===== src/design/scba_pkg.sv =====
// shared types, constants and class geometry for the size-class block allocator
// used by scba_link_mem, scba_stats and size_class_block_allocator
package scba_pkg;

    localparam int CLASS_MAX       = 8;
    localparam int NUM_CLASSES_DEF = 8;
    localparam int CLS_W           = 3;
    localparam int IDX_W           = 8;
    localparam int CNT_W           = 9;
    localparam int ADDR_W          = 9;
    localparam int STORE_DEPTH     = 512;
    localparam int BYTES_W         = 12;
    localparam int USAGE_W         = 16;
    localparam int TOTAL_W         = 64;
    localparam int LIVE_W          = 9;
    localparam int LINK_W          = IDX_W + 1;   // {in-use mark, next link}

    localparam int S_DATA_W = 48;
    localparam int M_DATA_W = 192;
    localparam int STAT_W   = 3;

    localparam logic [STAT_W-1:0] STAT_OK        = 3'd0;
    localparam logic [STAT_W-1:0] STAT_ZERO      = 3'd1;
    localparam logic [STAT_W-1:0] STAT_TOO_LARGE = 3'd2;
    localparam logic [STAT_W-1:0] STAT_EXHAUSTED = 3'd3;
    localparam logic [STAT_W-1:0] STAT_BAD_CLASS = 3'd4;
    localparam logic [STAT_W-1:0] STAT_BAD_INDEX = 3'd5;
    localparam logic [STAT_W-1:0] STAT_DOUBLE    = 3'd6;

    localparam logic KIND_ALLOC = 1'b0;
    localparam logic KIND_FREE  = 1'b1;

    typedef struct packed {
        logic               upd;
        logic               is_free;
        logic [BYTES_W-1:0] bytes;
    } stats_cmd_t;

    typedef struct packed {
        logic [USAGE_W-1:0] usage;
        logic [USAGE_W-1:0] peak;
        logic [TOTAL_W-1:0] alloc_total;
        logic [TOTAL_W-1:0] freed_total;
        logic [LIVE_W-1:0]  live;
    } stats_view_t;

    // block size in bytes: 16 << c
    function automatic logic [BYTES_W-1:0] class_bytes(input logic [CLS_W-1:0] c);
        return 12'd16 << c;
    endfunction

    // blocks held by a class: 256 >> c
    function automatic logic [CNT_W-1:0] class_blocks(input logic [CLS_W-1:0] c);
        return 9'd256 >> c;
    endfunction

    // first store entry of a class: 512 - (512 >> c)
    function automatic logic [ADDR_W-1:0] class_base(input logic [CLS_W-1:0] c);
        logic [ADDR_W:0] full;
        full = 10'd512 - (10'd512 >> c);
        return full[ADDR_W-1:0];
    endfunction

    // class that owns a store entry
    function automatic logic [CLS_W-1:0] addr_class(input logic [ADDR_W-1:0] addr);
        logic [CLS_W-1:0] cls;
        cls = '0;
        for (int c = 0; c < CLASS_MAX; c++) begin
            if (addr >= class_base(CLS_W'(c))) begin
                cls = CLS_W'(c);
            end
        end
        return cls;
    endfunction

endpackage


===== src/design/scba_link_mem.sv =====
// link store: per-block {in-use mark, next free link}, one write and one read port
// depends on scba_pkg for widths and depth
module scba_link_mem (
    input  logic                          aclk,
    input  logic                          wr_en,
    input  logic [scba_pkg::ADDR_W-1:0]   wr_addr,
    input  logic [scba_pkg::LINK_W-1:0]   wr_data,
    input  logic                          rd_en,
    input  logic [scba_pkg::ADDR_W-1:0]   rd_addr,
    output logic [scba_pkg::LINK_W-1:0]   rd_data
);
    import scba_pkg::*;

    logic [LINK_W-1:0] mem [STORE_DEPTH];
    logic [LINK_W-1:0] rd_data_reg;

    always_ff @(posedge aclk) begin
        if (wr_en) begin
            mem[wr_addr] <= wr_data;
        end
    end

    always_ff @(posedge aclk) begin
        if (rd_en) begin
            rd_data_reg <= mem[rd_addr];
        end
    end

    assign rd_data = rd_data_reg;

endmodule


===== config.mk =====
export PLATFORM = sky130hd
export DESIGN_NAME = scba_link_mem
export DESIGN_NICKNAME = d
export VERILOG_FILES = /design/src/design/scba_pkg.sv /design/src/design/scba_link_mem.sv
export SDC_FILE = /design/constraint.sdc
export NUM_CORES = 2
export LEC_CHECK = 0
export BUFFER_PORTS_ARGS = -buffer_cell sky130_fd_sc_hd__buf_4
export CORE_MARGIN = 1
export CORE_UTILIZATION = 30
export DETAILED_ROUTE_END_ITERATION = 10
export GPL_ROUTABILITY_DRIVEN = 0
export PLACE_DENSITY = 0.5
export SLEW_MARGIN = 25
export SYNTH_ARGS = -nofsm -noshare
export SYNTH_HDL_FRONTEND = slang
export SYNTH_MEMORY_MAX_BITS = 65536
export SYNTH_SLANG_ARGS = --single-unit

===== constraint.sdc =====
create_clock -name aclk -period 6.6 [get_ports aclk]
set_input_delay 1.32 -clock aclk [delete_from_list [all_inputs] [get_ports aclk]]
set_output_delay 1.32 -clock aclk [all_outputs]
set_load 0.02 [all_outputs]

==> Flow_metrics.wiki <==
{| class="wikitable"
! Metric !! Value
|-
| Average instance area after synthesis || approximately 20 um^2
|-
| Data arrival, critical path || 5.65 ns
|-
| Global-route wire length before repair || between 700000 and 800000 um
|-
| Antenna-violating nets left || 0
|-
| Number of synthesized flops with an enable pin || approximately 4600
|-
| Largest register FFs || 4608
|-
| TNS Setup || 0 ns
|-
| Timing startpoint of the critical path || rd_addr[2]
|-
| Initial antenna violation count || between 40 and 50
|-
| Overall routing resource usage || around 16%
|-
| Site Rows || between 200 and 300
|-
| Drt wl/cell || around 29 um
|-
| Root cell of the clock tree || clkbuf_16
|-
| CTS sink count || 4617
|-
| Syn nets || 8918
|-
| Final WL || between 500000 and 600000 um
|-
| Clock insertion delay at the later pin of the skew report || between 1 and 1.5 ns
|-
| FFs w/ async S/R, synth || 0%
|-
| Power Dens Cells || roughly 300 nW/um^2
|-
| Post-CTS Repair Setup Buffers || 0
|-
| Clock tree from TritonCTS || done
|-
| Count of pins over their slew limit || 0
|-
| Crit-path slowest cell || or2_4
|-
| Proportion of layout cells with a drive suffix above 1 || 18.5%
|-
| Kind of end point of the critical path || flip-flop
|-
| Vias after detailed routing || between 90000 and 100k
|-
| Seq/Total Area, Yosys || roughly 77%
|-
| Count of different cell masters after synthesis || 50
|-
| Pin count of the biggest net entering global routing || around 180
|-
| Total instance count after detailed placement || 16600
|-
| WS Path Type || input pin to flip-flop
|-
| Growth of design area from synthesis to finish || 13.8%
|-
| Via-per-instance ratio || approximately 5.2
|-
| Total half-perimeter wirelength after legalization and detailed placement || 309000 um
|-
| Crit path top cell by count || buf_12
|-
| Starting density of the core || just over 30%
|-
| Top-Level Pins || 39
|-
| Hold violation count in the final report || 0
|-
| DRT iter0 DRCs || around 10000
|-
| Max-cap viol count || 0
|-
| Cell area after synthesis || between 150000 and 200000 um^2
|-
| Maximum ir drop on the vdd rail || about 270 uV
|-
| Main area contributors after synthesis || edfxtp_1, mux4_2, mux2i_1
|-
| Yosys warning total || 0
|-
| Number of buffers added to fix hold violations after cts || 0
|-
| Number of port buffers || 38
|-
| Number of gates given a new drive strength after cts || 0
|-
| TritonCTS buffer count || about 470
|-
| Final non-filler cell total || 17500
|-
| Rel. slew slack || a little over an eighth
|-
| Clock edge transition at the registers on the reported setup and hold paths || ~0.06 ns
|-
| Final hold slack || ~0.7 ns
|-
| Startpoint of the tightest hold check path || wr_data[0]
|-
| HP Class || input pin to flip-flop
|-
| Stage delay of the slowest cell on the critical path || about 0.68 ns
|-
| Final Cell Area || ~200000 um^2
|-
| Startpoint class of the critical path || input pin
|-
| Peak clock frequency supported by timing || 0.205 GHz
|-
| Overall die height || between 700 and 800 um
|-
| Total power of the final layout || around 61 mW
|-
| Post-layout min period || between 4 and 5 ns
|-
| RSZ-0062 raised after global routing || false
|-
| Maximum count of clock buffers along a single path || 4
|-
| Main flop type after synthesis || edfxtp_1
|-
| # H-tree levels || 5
|-
| Overflow after GRT || 0
|-
| Transition time at the pin with the least slew margin || about 1.3 ns
|-
| Sequence of cells on the critical path || buf_8 > or2_4 > buf_12 > buf_12 > buf_4 > o221ai_1 > a21oi_1 > nor4_1 > and4_1 > nand4_1 > and4bb_1
|-
| Reg-to-reg startpoint || mem[313][8]
|-
| Number of cells produced by synthesis || 8888
|-
| Flip-flop and latch count after synthesis || roughly 4600
|-
| Final setup violation count || 0
|-
| Via count of the first global-routing pass || slightly above 90000
|-
| Floorplan die width || approximately 780 um
|-
| Clock Skew || 0.0642 ns
|-
| Core box area || roughly 600000 um^2
|-
| Leakage Power || approximately 63 nW
|-
| Data required, critical path || around 7.4 ns
|-
| Die Footprint || around 600000 um^2
|-
| Placed cell area || approximately 190000 um^2
|-
| Number of search-and-repair iterations in the first detailed-routing pass || 8
|-
| DR DRC count || 0
|-
| Max Fanout on Critical Path || 65
|-
| Proportion of netlist area held by the largest area contributor || approximately 77%
|-
| Top cell type by total area after synthesis || edfxtp_1
|-
| Final worst path period share || around 74%
|-
| Number of nets in the final layout || between 9000 and 10000
|-
| Result of the run || finished clean
|}
==> worst paths after layout <==
kind,to,slack [ns],depth (start not counted)
max,rd_data[0],1.71,11
min,mem[319][0],0.70,1
max reg2reg,rd_data[8],3.26,7
min reg2reg,rd_data[3],1.36,5
==> critical path: cells and delay by family <==
family / cells / cell delay (ns)
buf+inv: 4 / 1.53
compound gates: 2 / 0.72
simple gates: 5 / 1.84
==> area by class of cell <==
type | instances | area, um^2
antenna | 8 | 20.0
clock inverter | 313 | 2530
clock buffer | 571 | 12400
fill | 55400 | 391000
multi-input combinational | 3705 | 38000
tap | 7980 | 9980
sequential | 4617 | 139000
timing repair buffer | 260 | 2950
inverter | 4 | 23.8
==> metrics by stage <==
| step | utilization (%) | setup slack [ns] |
|---|---|---|
| after global routing | 34.4 | 1.79 |
| after detailed placement | 31.8 | 0.772 |
| after floorplan | - | 3.10 |
| final | 34.4 | 1.71 |
| after global placement | 31.8 | 0.776 |
| after CTS | 34.4 | 1.86 |
==> synth_stat cells, drive strengths merged, types with 25 or more instances <==
| master | n |
|---|---|
| nor2 | 601 |
| mux2i | 879 |
| o221ai | 431 |
| clkbuf | 243 |
| nand2 | 125 |
| o21ai | 145 |
| mux4 | 747 |
| o22ai | 192 |
| nand3 | 25 |
| buf | 319 |
| edfxtp | 4617 |
| a22oi | 51 |
| a21oi | 217 |
| nor4 | 28 |
| nor3 | 47 |
| nand4 | 66 |
==> logic make-up (layout without fill, tap and decap cells) <==
family / after synthesis / in the layout / synth area share, %
flops: 4617 / 4617 / 77.2
other cells: 0 / 8 / 0
simple gates: 960 / 960 / 2.33
compound gates: 1102 / 1102 / 4.30
buf+inv: 566 / 1148 / 1.85
mux: 1643 / 1643 / 14.4
==> power breakdown <==
group,internal [mW],total (mW),switching (mW)
clock network,14.6,26.0,11.4
logic,0.940,3.04,2.10
registers,32.3,32.3,0.0377
==> placed cells by master (no fill, tap or decap), types with 11 or more instances in the layout <==
cell | Yosys | layout
o22ai_1 | 192 | 192
buf_4 | 85 | 177
nor3_1 | 46 | 44
a211oi_1 | 15 | 15
o31ai_1 | 19 | 19
inv_6 | 0 | 11
clkbuf_1 | 243 | 90
bufinv_16 | 0 | 32
clkbuf_16 | 0 | 481
nand4_1 | 66 | 66
nand3_1 | 25 | 21
and2_1 | 17 | 16
a31oi_1 | 13 | 13
buf_12 | 6 | 68
edfxtp_1 | 4617 | 4617
o21ai_0 | 128 | 127
nor4_1 | 27 | 27
mux2_2 | 17 | 17
nor2_2 | 0 | 21
mux2i_1 | 879 | 879
buf_8 | 20 | 12
nand2_1 | 125 | 112
a22oi_1 | 51 | 51
o21ai_1 | 17 | 18
nor2_1 | 601 | 577
o221ai_1 | 425 | 425
a21oi_1 | 217 | 217
mux4_2 | 747 | 747
clkinv_1 | 0 | 131
clkinvlp_4 | 0 | 14
clkinv_2 | 0 | 107
==> per-layer routing <==
metal / routed length, um / up-vias / track usage (%) / part of all wire (%)
li1: - / 37600 / - / -
met1: 220000 / 48300 / 23.0 / 43
met2: 243000 / 3347 / 26.7 / 48
met3: 32900 / 717 / 2.56 / 6.4
met4: 14400 / 16 / 4.35 / 2.8
met5: 113 / - / 0 / 0.022
No activity file was read; power rests on OpenSTA's default activity.
