--- src/design/scba_pkg.sv ---
// shared types, constants and class geometry for the size-class block allocator
// used by scba_link_mem, scba_stats and size_class_block_allocator
package scba_pkg;

    localparam int CLASS_MAX       = 8;
    localparam int NUM_CLASSES_DEF = 8;
    localparam int CLS_W           = 3;
    localparam int IDX_W           = 8;
    localparam int CNT_W           = 9;
    localparam int ADDR_W          = 9;
    localparam int STORE_DEPTH     = 512;
    localparam int BYTES_W         = 12;
    localparam int USAGE_W         = 16;
    localparam int TOTAL_W         = 64;
    localparam int LIVE_W          = 9;
    localparam int LINK_W          = IDX_W + 1;   // {in-use mark, next link}

    localparam int S_DATA_W = 48;
    localparam int M_DATA_W = 192;
    localparam int STAT_W   = 3;

    localparam logic [STAT_W-1:0] STAT_OK        = 3'd0;
    localparam logic [STAT_W-1:0] STAT_ZERO      = 3'd1;
    localparam logic [STAT_W-1:0] STAT_TOO_LARGE = 3'd2;
    localparam logic [STAT_W-1:0] STAT_EXHAUSTED = 3'd3;
    localparam logic [STAT_W-1:0] STAT_BAD_CLASS = 3'd4;
    localparam logic [STAT_W-1:0] STAT_BAD_INDEX = 3'd5;
    localparam logic [STAT_W-1:0] STAT_DOUBLE    = 3'd6;

    localparam logic KIND_ALLOC = 1'b0;
    localparam logic KIND_FREE  = 1'b1;

    typedef struct packed {
        logic               upd;
        logic               is_free;
        logic [BYTES_W-1:0] bytes;
    } stats_cmd_t;

    typedef struct packed {
        logic [USAGE_W-1:0] usage;
        logic [USAGE_W-1:0] peak;
        logic [TOTAL_W-1:0] alloc_total;
        logic [TOTAL_W-1:0] freed_total;
        logic [LIVE_W-1:0]  live;
    } stats_view_t;

    // block size in bytes: 16 << c
    function automatic logic [BYTES_W-1:0] class_bytes(input logic [CLS_W-1:0] c);
        return 12'd16 << c;
    endfunction

    // blocks held by a class: 256 >> c
    function automatic logic [CNT_W-1:0] class_blocks(input logic [CLS_W-1:0] c);
        return 9'd256 >> c;
    endfunction

    // first store entry of a class: 512 - (512 >> c)
    function automatic logic [ADDR_W-1:0] class_base(input logic [CLS_W-1:0] c);
        logic [ADDR_W:0] full;
        full = 10'd512 - (10'd512 >> c);
        return full[ADDR_W-1:0];
    endfunction

    // class that owns a store entry
    function automatic logic [CLS_W-1:0] addr_class(input logic [ADDR_W-1:0] addr);
        logic [CLS_W-1:0] cls;
        cls = '0;
        for (int c = 0; c < CLASS_MAX; c++) begin
            if (addr >= class_base(CLS_W'(c))) begin
                cls = CLS_W'(c);
            end
        end
        return cls;
    endfunction

endpackage

--- src/design/scba_stats.sv ---
// usage statistics with one shared 64-bit accumulate adder for both byte totals
// depends on scba_pkg for stats_cmd_t and stats_view_t
module scba_stats (
    input  logic                    aclk,
    input  logic                    aresetn,
    input  scba_pkg::stats_cmd_t    cmd,
    output scba_pkg::stats_view_t   view
);
    import scba_pkg::*;

    logic [USAGE_W-1:0] usage_reg, usage_next;
    logic [USAGE_W-1:0] peak_reg, peak_next;
    logic [TOTAL_W-1:0] alloc_reg, alloc_next;
    logic [TOTAL_W-1:0] freed_reg, freed_next;
    logic [LIVE_W-1:0]  live_reg, live_next;
    logic [TOTAL_W-1:0] acc_sum;

    // shared adder: operand picked by request kind
    assign acc_sum = (cmd.is_free ? freed_reg : alloc_reg) + TOTAL_W'(cmd.bytes);

    always_comb begin
        usage_next = usage_reg;
        alloc_next = alloc_reg;
        freed_next = freed_reg;
        live_next  = live_reg;
        if (cmd.upd) begin
            if (cmd.is_free) begin
                freed_next = acc_sum;
                usage_next = usage_reg - USAGE_W'(cmd.bytes);
                live_next  = live_reg - LIVE_W'(1);
            end else begin
                alloc_next = acc_sum;
                usage_next = usage_reg + USAGE_W'(cmd.bytes);
                live_next  = live_reg + LIVE_W'(1);
            end
        end
        // peak is compared against the registered usage, not against usage_next
        peak_next = (usage_reg > peak_reg) ? usage_reg : peak_reg;
    end

    always_ff @(posedge aclk) begin
        if (!aresetn) begin
            usage_reg <= '0;
            peak_reg  <= '0;
            alloc_reg <= '0;
            freed_reg <= '0;
            live_reg  <= '0;
        end else begin
            usage_reg <= usage_next;
            peak_reg  <= peak_next;
            alloc_reg <= alloc_next;
            freed_reg <= freed_next;
            live_reg  <= live_next;
        end
    end

    assign view.usage       = usage_reg;
    assign view.peak        = peak_next;
    assign view.alloc_total = alloc_reg;
    assign view.freed_total = freed_reg;
    assign view.live        = live_reg;

endmodule

--- config.mk ---
export PLATFORM = sky130hd
export DESIGN_NAME = scba_stats
export DESIGN_NICKNAME = d
export VERILOG_FILES = /design/src/design/scba_pkg.sv /design/src/design/scba_stats.sv
export SDC_FILE = /design/constraint.sdc
export NUM_CORES = 1
export LEC_CHECK = 0
export BUFFER_PORTS_ARGS = -buffer_cell sky130_fd_sc_hd__buf_4
export CAP_MARGIN = 15
export CORE_MARGIN = 8
export CORE_UTILIZATION = 40
export DETAILED_ROUTE_END_ITERATION = 6
export PLACE_DENSITY = 0.62
export SYNTH_ARGS = -nofsm -noshare
export SYNTH_HDL_FRONTEND = slang
export SYNTH_SLANG_ARGS = --single-unit
--- constraint.sdc ---
create_clock -name aclk -period 8.2 [get_ports aclk]
set_input_delay 1.23 -clock aclk [delete_from_list [all_inputs] [get_ports aclk]]
set_output_delay 1.23 -clock aclk [all_outputs]
set_load 0.005 [all_outputs]
==> impl_metrics.yaml <==
power_and_ir_drop:
  p_int_mw: 1.739
  netSwitchingPower_mw: 0.8962
  peakVddDrop_mv: 0.1634
  pwr-share-comb_pct: 31.8
  pwr_density_cell_nw_per_um2: 204.8
  switching_share_pct: 34.01
  power_mw: 2.635
  p_leak_nw: 5.580
  power_frac_clock_pct: 32.3
  p_seq_share_pct: 35.9
routing:
  drt_drc_violations_left: 0
  detail-route-antenna-nets: 0
  drtIter0Drc: 742
  num_vias: 9697
  wl_per_cell_um: 18.69
  vias_per_cell: 5.532
  wirelength_um: 32760
  drt_pass1_iterations: 6
floorplanning:
  fp-row-count: 59
  initial_core_util_pct: 40.66
  pin_count: 185
  fp.coreArea_um2: 26060
  die_h_um: 178.8
  die_w_um: 178.8
  dieArea_um2: 31950
final_layout:
  antennaDiodeCount: 0
  drive_gt1_share_pct: 19.53
  seq_area_um2: 3383
  nets: 1475
  multi_input_area_um2: 6844
  n_fill_cell: 2528
  synthToLayoutAreaGrowth_pct: 21.41
  fin_area_um2: 12860
  layout_common_cells: "194 x buf_4, 169 x dfxtp_1, 147 x nand2_1"
  layout_commonest_cell: "buf_4"
clock_network:
  post-cts-setup-buffers: 0
  htreeDepth: 4
  cts_root_buffer: "clkbuf_16"
  cts_buffers: 17
  max-clock-path-buffers: 2
  clk_pin_slew_worst_paths_ns: 0.07
  cts_sinks: 169
  tritoncts: "built"
  cts_hold_buf: 0
  clock_latency_ns: 0.44
  cts_resized: 0
yosys:
  synth-seq-cells: 169
  muxShareOfSynthArea_pct: 6.885
  synth_edf_count: 0
  synth_top_cell_area_share_pct: 31.93
  ys_seq_area_share_pct: 31.93
  synth_compound_area_share_pct: 12.60
  avgSynthCellArea_um2: 8.469
  synthesis.area_um2: 10600
  synth_fa_ha_area_share_pct: 6.590
  ys_async_sr_fraction_pct: 0
  synth_top_family_by_area: "simple AND/OR/NAND/NOR gates"
  synth_flop_cell: "dfxtp_1"
  synth_xor_area_share_pct: 10.00
  syn_nets: 1321
  synthTopCellsByArea: "dfxtp_1 32%, ha_1 6.0%, and2_1 5.5%, xnor2_1 5.3%, nand2_1 5.2%"
  yosysWarnings: 0
  ys_types: 70
  netlist_instances: 1251
  synth_top_area_cell: "dfxtp_1"
  synth-simple-area-share_pct: 28.28
placement:
  place_congestion: 0.8810
  pre_cts_slack_ns: 3.219
  dp_hpwl_um: 24180
  post_dp_cell_area_um2: 12240
  numPortBuffers: 184
job:
  cap_violations: 0
global_route:
  grt_max_degree: 116
  grt_pass1_vias: 9396
  antenna_found_initial: 0
  grt_use_total_pct: 20.19
  gr-total-overflow: 0
  grt_pass1_wl_um: 51240
worst_setup_path:
  crit_family: "compound AO/OA/AOI/OAI gates"
  crit_fanout: 19
  required_ns: 6.97
  critPathBufInv: 2
  crit_arrival_ns: 3.44
  rr_endpoint: "freed_reg[23]$_SDFFE_PN0P_"
  start_kind: "flip-flop"
  crit_start: "usage_reg[1]$_SDFFE_PN0P_"
  critical_path_class: "reg2out"
  path_cells: "ha_1 > nor2b_1 > o21a_1 > o21ai_0 > a211oi_1 > o31ai_1 > a22oi_2 > buf_4 > mux2_2 > buf_4"
  rrSetupSlack_ns: 4.83
  crit_path_frequent_cell: "buf_4"
  reg2reg_from: "alloc_reg[9]$_SDFFE_PN0P_"
  slowest_stage: "a22oi_2"
  cp-end-kind: "output port"
  reg2reg_depth: 10
  cp_slowest_stage_delay_ns: 0.68
worst_hold_path:
  hp-class: "reg2reg"
  min_from: "peak_reg[7]$_SDFF_PN0_"
  holdPathStages: 2
  hold-path-endpoint: "peak_reg[7]$_SDFF_PN0_"
timing:
  relSlewSlack_pct: 33.37
  worst_pin_slew_ns: 0.9994
  fin_crit_ns: 4.668
  fin_crit_sh_pct: 56.93
  finalHoldViolCount: 0
  tns_ns: 0
  fmax_mhz: 214.2
  whs_ns: 0.4742
  fin_ws_ns: 3.532
  worst_clock_skew_ns: 0.01455
  rsz0062_at_grt: "false"
  slew_violations: 0
  setup_viol: 0
run_status:
  status: "completed"
[through the flow]
| stage | utilization (%) | std cells |
|---|---|---|
| floorplan | - | 1251 |
| global placement | 46.93 | 1720 |
| detailed placement | 46.96 | 1721 |
| CTS | 49.36 | 1753 |
| global route | 49.36 | 1753 |
| finish | 49.36 | 1753 |
[tightest hold or removal path: cells and delay by family (launching register included)]
kind / cells / cell delay [ns]
flip-flops: 1 / 0.32
AND/OR/NAND/NOR: 1 / 0.05
multiplexers: 1 / 0.05
[kinds of logic after synthesis]
group | Yosys count
flip-flops | 169
buffers and inverters | 95
multiplexers | 69
AO/OA/AOI/OAI | 193
adder cells (fa/ha/maj) | 54
XOR/XNOR | 121
AND/OR/NAND/NOR | 550
[worst max-delay path by stage]
stage	slack (ns)	endpoint	cells after the start
global placement	3.18	freed_reg[57]$_SDFFE_PN0P_	8
global route	3.27	view[151]	10
detailed placement	3.22	usage_reg[15]$_SDFFE_PN0P_	13
finish	3.53	view[151]	10
floorplan	3.22	freed_reg[26]$_SDFFE_PN0P_	18
CTS	3.49	view[151]	10
[power groups by stage]
stage | Clock (mW) | Combinational (mW) | Sequential (mW)
floorplan | 0 | 0.592 | 0.945
global placement | 0 | 0.825 | 0.966
detailed placement | 0 | 0.839 | 0.967
CTS | 0.874 | 0.845 | 0.948
global route | 0.910 | 0.931 | 0.957
finish | 0.850 | 0.838 | 0.947
[area by class of cell]
| cell class | count | area share (%) |
|---|---|---|
| repair buffers | 194 | 11.32 |
| multi-input cells | 987 | 53.20 |
| inverters | 36 | 1.050 |
| clock buffers | 17 | 3.307 |
| clock inverters | 15 | 1.556 |
| well taps | 335 | 3.258 |
| flip-flops and latches | 169 | 26.30 |
[metal layers]
| layer | up-vias | wire (µm) | part of all wire, % | global-route usage (%) |
|---|---|---|---|---|
| met4 | 0 | 694 | 2.1 | 6.579 |
| met3 | 44 | 2322 | 7.1 | 4.297 |
| li1 | 4742 | - | - | - |
| met1 | 4570 | 14140 | 43 | 25.68 |
| met2 | 341 | 15600 | 48 | 33.54 |
| met5 | - | 0 | 0 | 0 |
[synthesized netlist by cell type (7+ instances only)]
cell	number
a21boi_0	13
a21o_1	11
a21oi_1	29
a222oi_1	7
a22oi_1	13
and2_1	93
and3_1	7
clkbuf_1	46
dfxtp_1	169
ha_1	51
inv_1	36
mux2_2	31
mux2i_1	38
nand2_1	147
nand2b_1	20
nand3_1	68
nand3b_1	29
nand4_1	18
nor2_1	33
nor2b_1	28
nor3_1	42
nor4_1	19
o211a_1	9
o211ai_1	9
o21a_1	10
o21ai_0	41
o31ai_1	8
o41ai_1	8
or3_1	12
xnor2_1	64
xor2_1	57
No activity file was read; power rests on OpenSTA's default activity.
